<file path="src/rtl/rscp_pkg.sv">
// Shared types, constants and saturating fixed-point helpers for the ray/segment unit.
`timescale 1ns / 1ps
package rscp_pkg;

	localparam int COORD_WIDTH = 32;
	localparam int FRAC_BITS   = 16;

	// derived widths
	localparam int OFF_W  = COORD_WIDTH + 1;        // differences of two coordinates
	localparam int SQ_W   = 2 * COORD_WIDTH + 2;    // squared segment length
	localparam int LEN_W  = COORD_WIDTH + 1;        // segment length
	localparam int EXT_W  = LEN_W - 1;              // half length
	localparam int U_W    = FRAC_BITS + 2;          // unit direction component
	localparam int RP_W   = COORD_WIDTH - 1;        // ray parameter field

	// unit latencies
	localparam int QMUL_LAT  = 4;
	localparam int SQRT_LAT  = LEN_W;
	localparam int DIV_STEPS = 64 + FRAC_BITS;
	localparam int DIV_LAT   = DIV_STEPS + 2;

	typedef logic signed [COORD_WIDTH-1:0] coord_t;
	typedef logic signed [63:0] fx_t;

	localparam fx_t LIM  = 64'sh3FFF_FFFF_FFFF_FFFF;
	localparam fx_t ONE  = 64'sd1 <<< FRAC_BITS;
	localparam fx_t CMAX = (64'sd1 <<< (COORD_WIDTH - 1)) - 64'sd1;
	localparam fx_t CMIN = -CMAX - 64'sd1;

	typedef struct packed {
		coord_t ray_origin_x;
		coord_t ray_origin_y;
		coord_t ray_origin_z;
		coord_t ray_dir_x;
		coord_t ray_dir_y;
		coord_t ray_dir_z;
		coord_t seg_start_x;
		coord_t seg_start_y;
		coord_t seg_start_z;
		coord_t seg_end_x;
		coord_t seg_end_y;
		coord_t seg_end_z;
	} query_t;

	typedef struct packed {
		coord_t ray_point_x;
		coord_t ray_point_y;
		coord_t ray_point_z;
		coord_t seg_point_x;
		coord_t seg_point_y;
		coord_t seg_point_z;
		logic [RP_W-1:0] ray_param;
		coord_t seg_param;
	} result_t;

	// add with saturation to +-LIM
	function automatic fx_t sadd(fx_t a, fx_t b);
		logic signed [64:0] s;
		s = 65'(a) + 65'(b);
		if (s > 65'(LIM))
			return LIM;
		else if (s < -65'(LIM))
			return -LIM;
		return fx_t'(s[63:0]);
	endfunction

	function automatic logic [63:0] fmag(fx_t x);
		return x[63] ? 64'(-x) : 64'(x);
	endfunction

	function automatic fx_t mx0(fx_t x);
		return (x < 0) ? fx_t'(0) : x;
	endfunction

	function automatic fx_t fclamp(fx_t x, fx_t lo, fx_t hi);
		if (x < lo)
			return lo;
		else if (x > hi)
			return hi;
		return x;
	endfunction

	// clamp into a coordinate field
	function automatic coord_t to_coord(fx_t x);
		if (x > CMAX)
			return coord_t'(CMAX);
		else if (x < CMIN)
			return coord_t'(CMIN);
		return x[COORD_WIDTH-1:0];
	endfunction

endpackage

</file>
<file path="src/rtl/rscp_isqrt.sv">
// Pipelined integer square root, one result bit per stage.
`timescale 1ns / 1ps
module rscp_isqrt (
	input  logic                       clk,
	input  logic [rscp_pkg::SQ_W-1:0]  n,
	output logic [rscp_pkg::LEN_W-1:0] root
);
	import rscp_pkg::*;

	localparam int STEPS = LEN_W;
	localparam int REM_W = LEN_W + 3;

	logic [SQ_W-1:0]  n_s    [STEPS];
	logic [REM_W-1:0] rem_s  [STEPS];
	logic [LEN_W-1:0] root_s [STEPS];

	for (genvar k = 0; k < STEPS; k++) begin : g_step
		logic [SQ_W-1:0]  n_in;
		logic [REM_W-1:0] rem_in;
		logic [LEN_W-1:0] root_in;
		logic [REM_W-1:0] t;
		logic [REM_W-1:0] trial;

		if (k == 0) begin : g_first
			assign n_in    = n;
			assign rem_in  = '0;
			assign root_in = '0;
		end else begin : g_next
			assign n_in    = n_s[k-1];
			assign rem_in  = rem_s[k-1];
			assign root_in = root_s[k-1];
		end

		// bring down two bits, try root*4+1
		assign t     = {rem_in[REM_W-3:0], n_in[SQ_W-1 -: 2]};
		assign trial = REM_W'({root_in, 2'b01});

		always_ff @(posedge clk) begin
			n_s[k] <= n_in << 2;
			if (t >= trial) begin
				rem_s[k]  <= t - trial;
				root_s[k] <= {root_in[LEN_W-2:0], 1'b1};
			end else begin
				rem_s[k]  <= t;
				root_s[k] <= {root_in[LEN_W-2:0], 1'b0};
			end
		end
	end

	assign root = root_s[STEPS-1];

endmodule

</file>
<file path="config.mk">
export PLATFORM = sky130hd
export DESIGN_NAME = rscp_isqrt
export DESIGN_NICKNAME = d
export VERILOG_FILES = /design/src/rtl/rscp_pkg.sv /design/src/rtl/rscp_isqrt.sv
export SDC_FILE = /design/constraint.sdc
export NUM_CORES = 2
export LEC_CHECK = 0
export ABC_CLOCK_PERIOD_IN_PS = 3200
export BUFFER_PORTS_ARGS = -buffer_cell sky130_fd_sc_hd__buf_2
export CAP_MARGIN = 20
export CORE_ASPECT_RATIO = 1.2
export CORE_MARGIN = 2
export CORE_UTILIZATION = 30
export CTS_CLUSTER_DIAMETER = 60
export DETAILED_ROUTE_END_ITERATION = 8
export RECOVER_POWER = 100
export SLEW_MARGIN = 20
export SYNTH_ARGS = -nofsm -noshare
export SYNTH_HDL_FRONTEND = slang
export SYNTH_MEMORY_MAX_BITS = 65536
export SYNTH_SLANG_ARGS = --single-unit
</file>
<file path="constraint.sdc">
create_clock -name clk -period 3.2 [get_ports clk]
set_input_delay 0.8 -clock clk [delete_from_list [all_inputs] [get_ports clk]]
set_output_delay 0.8 -clock clk [all_outputs]
set_load 0.02 [all_outputs]
</file>
## Word level (Yosys, flattened, before mapping)

Memory sizes are Yosys's and may differ from the RTL's.
Index checks and enable logic that the tools add are counted.
Widths: inputs -> output; s select.

- Order comparisons: 33
- Add/subtract/negate cells: 33
- Bitwise operators: 66
- Mux-type cells: 165

Operators by type and width:

| kind | count |
|---|---|
| $mux 36 | 33 |
| $ge 36x35->1 | 32 |
| $sub 36x35->36 | 32 |
| $mux 33 | 33 |
| $mux 1 | 99 |
| $or 1x1->1 | 66 |
| $sub 2x1->3 const B | 1 |
| $ge 2x1->1 const B | 1 |

- Bits in registers: 0
- Memories: 3
- Memory bits (writable): 4,389

Memories:

| name | words | width | read ports | clocked after Yosys merged registers in | write ports | line | source |
|---|---|---|---|---|---|---|---|
| n_s | 33 | 64 | 32 | 0 | 33 | rscp_isqrt.sv:13 | `logic [SQ_W-1:0] n_s [STEPS];` |
| rem_s | 33 | 36 | 32 | 0 | 33 | rscp_isqrt.sv:14 | `logic [REM_W-1:0] rem_s [STEPS];` |
| root_s | 33 | 33 | 33 | 0 | 33 | rscp_isqrt.sv:15 | `logic [LEN_W-1:0] root_s [STEPS];` |

## Logic depth before layout (Yosys ltp)

An unclocked memory read counts as a cell.

- Depth after elaboration: 5
- Mapped depth: 15

## Worst setup path after synthesis

OpenSTA, ideal clock, no wires.

- Kind: register to register
- Start: memory root_s[28][0] (netlist bit)
- End: memory rem_s[29][17] (netlist bit)
- Clock period less this slack: 3.561 ns
- Setup slack: -0.361 ns
- Library setup time: 0.121 ns
- Data required time: 3.079 ns
- Buffers on the path: 1
- Stages on the path, launching flop included: 13
- Arrival: 3.441 ns
- Cells stage by stage: dfxtp_1 > inv_1 > ha_1 > nor2b_1 > o31a_1 > o31a_1 > o41ai_1 > o31ai_1 > a211oi_1 > nand2_1 > a41oi_1 > buf_2 > mux2_2

RTL lines:

| element | line |
|---|---|
| from (decl) | rscp_isqrt.sv:15 |
| to (decl) | rscp_isqrt.sv:14 |

==> impl_summary.md <==
Outcome
The flow ran to the end, but the final reports show violations. The final reports fail on setup timing.

Yosys
Synthesis produced a netlist whose cell count is ~9,400. Synthesis instantiated between 80 and 90 different standard cells from the library. Of all flip-flops after synthesis, the portion carrying an async set or reset was 0%. The most used flip-flop cell after synthesis is sky130_fd_sc_hd__dfxtp_1.

Yosys printed 0 warnings. The total nets after synthesis is between 10,000 and 15,000. The flip-flop and latch count after synthesis is between 2,000 and 3,000. The synthesized design contains 0 enable-type register cells. Of the synthesized area, sequential elements account for between 50 and 60%. After synthesis the cells add up to roughly 0.096 mm^2. The average instance in the mapped netlist occupies about 10 um^2.

Cells and area
In the final design database the tool counted around 11,000 nets. Fill cells in the final layout number approximately 31,000. Relative to the synthesized area, the layout overhead comes to 23.1%. The library cell used most frequently in the layout, excluding fill and tap cells, is sky130_fd_sc_hd__dfxtp_1. The finished cells cover ~0.12 mm^2. Leaving out fill and tap cells, the most frequent cells in the layout are sky130_fd_sc_hd__dfxtp_1, sky130_fd_sc_hd__inv_1, sky130_fd_sc_hd__nand2_1. The post-route netlist has around 14% of its cells at a drive strength greater than 1.

Clock tree
At the later pin of the worst-skew pair, clock insertion delay measures 0.89 ns. No sink is reached through more buffers than the 4 on the longest clock path. The count of clock tree sinks is roughly 2,700. The number of clock buffers added by TritonCTS is between 200 and 300. After clock tree synthesis, the clock-pin slew on the worst setup and hold paths is roughly 0.060 ns. TritonCTS built the clock tree.

The clock root buffer is sky130_fd_sc_hd__clkbuf_16. The H-tree generated during clock tree synthesis spans 5 levels.

STA
The number of endpoints with negative hold slack in the final report was 0. The number of slew-limit violations in the final report is 0. At the pin with the least slew margin, the transition time is ~0.74 ns. The setup clock skew after layout is approximately 0.056 ns.

Across all hold checks on the routed design, the worst slack comes to 0.112 ns. The timing-limited maximum frequency is between 0.3 and 0.4 GHz. The time the worst path needs with I/O delays and setup is 3.30 ns.

Setup violations remaining at the end of the flow were counted as 40. Measured against its own limit, the worst slew margin works out to about half. Setup repair after global routing could not meet its margin everywhere. The post-route worst setup slack is -0.104 ns. Of the available clock period, the critical path in the final layout requires 103%.

Global routing
The pin count of the biggest net entering global routing is 51. The number of antenna violations at the first check in global routing is 5. Global routing used a little under an eighth of the available tracks. The first global-routing pass estimated 319,000 um of wire.

The number of global-route vias before repair is 65,303. After global routing the overflow that remains totals 0.

Setup path
Data on the critical path is required at its endpoint by 3.94 ns. The kind of start point of the critical path is a flop. Of all nets on the critical path, the largest fanout is 8. For the worst setup path, the data arrival time is a little over 4 ns. STA classifies the critical path endpoint as a flop. The worst setup path is of the flop to flop kind.

Route
The starting DRC count in detailed routing is around 2,600. The vias per cell is 4.41. The number of antenna-violating nets in the routed design is 0. The total length of routed wires is 202,000 um.

The detailed-route via count is roughly 66,000. The remaining design rule violation count is 0. The average wire per standard cell is roughly 14 um. The first TritonRoute pass finished after 5 iterations.

Place
The half-perimeter wire length after placement is roughly 150,000 um. The standard cell area after detailed placement is between 0.1 and 0.15 mm^2. The final weighted congestion in routability-driven placement is between 0.9 and 1.

Buffers placed on the I/O ports in this run total between 90 and 100.

Floorplan
The starting density of the core is roughly 30%. After floorplanning, the core was divided into around 230 placement rows. The vertical extent of the die is 623 um.

The floorplan step defined a die boundary enclosing ~0.32 mm^2. 100 I/O pins were placed. In this run the horizontal extent of the chip is about 520 um. The total area inside the core boundary comes to roughly 0.32 mm^2.

Job
The tool flagged a number of max-cap violations equal to 0.

Power and ir drop
VDD sags by at most between 400 and 500 uV. For this design the ratio of total power to cell area is a little under 800 mW/mm^2. The leakage power is roughly 55 nW.

Worst hold path
The worst hold-check path type is primary input to flop.
## area by class of cell
class | count | area (um^2) | area share [%]
flip-flops and latches | 2654 | 53100 | 45.0
multi-input cells | 5853 | 40700 | 34.5
clock buffers | 379 | 7940 | 6.72
repair buffers | 834 | 6540 | 5.53
well taps | 4236 | 5300 | 4.49
inverters | 775 | 2910 | 2.46
clock inverters | 127 | 1530 | 1.30
diodes | 18 | 45.0 | 0.0381
## logic make-up after synthesis
kind of cell | count (synthesis) | share of synthesized area, %
adders and majority gates | 596 | 7.77
and+or+nand+nor | 2422 | 12.3
buffers and inverters | 942 | 3.72
AOI/OAI and AO/OA | 1907 | 12.1
DFF | 2654 | 55.4
xor gates and xnor gates | 861 | 7.86
muxes | 66 | 0.769
other | 1 | 0.00391
## report_power, final
part           leakage, nW  internal (mW)  switching, mW
Combinational         27.9           7.71           8.21
Sequential            22.2           38.5           3.89
Clock                 4.63           19.6           13.2
Total                 54.7           65.8           25.3
## critical path, cell delays in order, from the launching register on
cell and delay (ns):
sky130_fd_sc_hd__dfxtp_2 0.32, sky130_fd_sc_hd__or4_4 0.53, sky130_fd_sc_hd__or3_4 0.34, sky130_fd_sc_hd__or4_4 0.43, sky130_fd_sc_hd__or4_4 0.44, sky130_fd_sc_hd__or3_4 0.39, sky130_fd_sc_hd__nand2b_4 0.22, sky130_fd_sc_hd__buf_12 0.18
sky130_fd_sc_hd__buf_12 0.15, sky130_fd_sc_hd__o21a_1 0.16
## routing by layer
layer,up-vias,GRT usage [%],share of wire (%)
li1,34149,-,-
met2,1118,22.3,51
met3,613,1.94,3.7
met5,-,0,0.0079
met1,29754,12.3,39
met4,2,7.03,6.0
## synth_stat cells, types with 29 or more instances
master	n	area (um^2)
sky130_fd_sc_hd__or2_2	46	288
sky130_fd_sc_hd__nand2b_1	112	701
sky130_fd_sc_hd__nand2_1	700	2630
sky130_fd_sc_hd__inv_1	773	2900
sky130_fd_sc_hd__xnor2_1	428	3750
sky130_fd_sc_hd__a21oi_1	597	2990
sky130_fd_sc_hd__or3_1	105	657
sky130_fd_sc_hd__o211ai_1	29	218
sky130_fd_sc_hd__a211oi_1	48	360
sky130_fd_sc_hd__o31ai_1	64	480
sky130_fd_sc_hd__o21a_1	96	721
sky130_fd_sc_hd__or4_1	44	330
sky130_fd_sc_hd__nor2_1	557	2090
sky130_fd_sc_hd__nor3_1	222	1110
sky130_fd_sc_hd__clkbuf_1	137	514
sky130_fd_sc_hd__nand3_1	134	671
sky130_fd_sc_hd__xor2_1	433	3790
sky130_fd_sc_hd__nor2b_1	83	519
sky130_fd_sc_hd__a21o_1	238	1790
sky130_fd_sc_hd__ha_1	596	7460
sky130_fd_sc_hd__nand4_1	106	663
sky130_fd_sc_hd__mux2_2	62	698
sky130_fd_sc_hd__o21bai_1	50	375
sky130_fd_sc_hd__and3_1	70	438
sky130_fd_sc_hd__a31oi_1	42	263
sky130_fd_sc_hd__o21ai_0	546	2730
sky130_fd_sc_hd__dfxtp_1	2654	53100
sky130_fd_sc_hd__nor4_1	111	694
## path summary, 6_finish.rpt
path                       from           end  slack (ns)  cells after the start
hold / removal            n[65]  root_s[0][0]        0.11                      2
hold reg to reg     n_s[0][308]   n_s[0][374]        0.30                      0
setup reg to reg  rem_s[15][22]  rem_s[16][3]       -0.10                      9
setup / recovery  rem_s[15][22]  rem_s[16][3]       -0.10                      9
## timing repair
item | in CTS | in global routing
gates cloned | 4 | 6
setup endpoints to repair | 173 | 451
pin swaps | 10 | 72
hold buffers | 65 | 0
gates resized for setup | 84 | 275
buffers inserted | 5 | 33
hold endpoints to repair | 65 | 0
## sequential cells by signal, indices dropped and copies added, names as in the netlist
| register | count |
|---|---|
| root_s | 561 |
| rem_s | 1037 |
| n_s | 1056 |
## through the flow
step                worst slack [ns]  cells  utilization (%)  total power, mW  setup TNS, ns
finish                        -0.104  14876             37.1             91.2          -2.01
global route                  -0.164  14875             37.1             96.3         -17.32
CTS                          -0.0861  14819             36.7             91.9          -1.54
detailed placement            -0.535  14239             33.3             58.2         -13.03
global placement              -0.485  14239             33.3             58.1          -9.71
floorplan                    -0.0873   9449                -             52.8         -0.904
(Power assumes the default switching activity.)
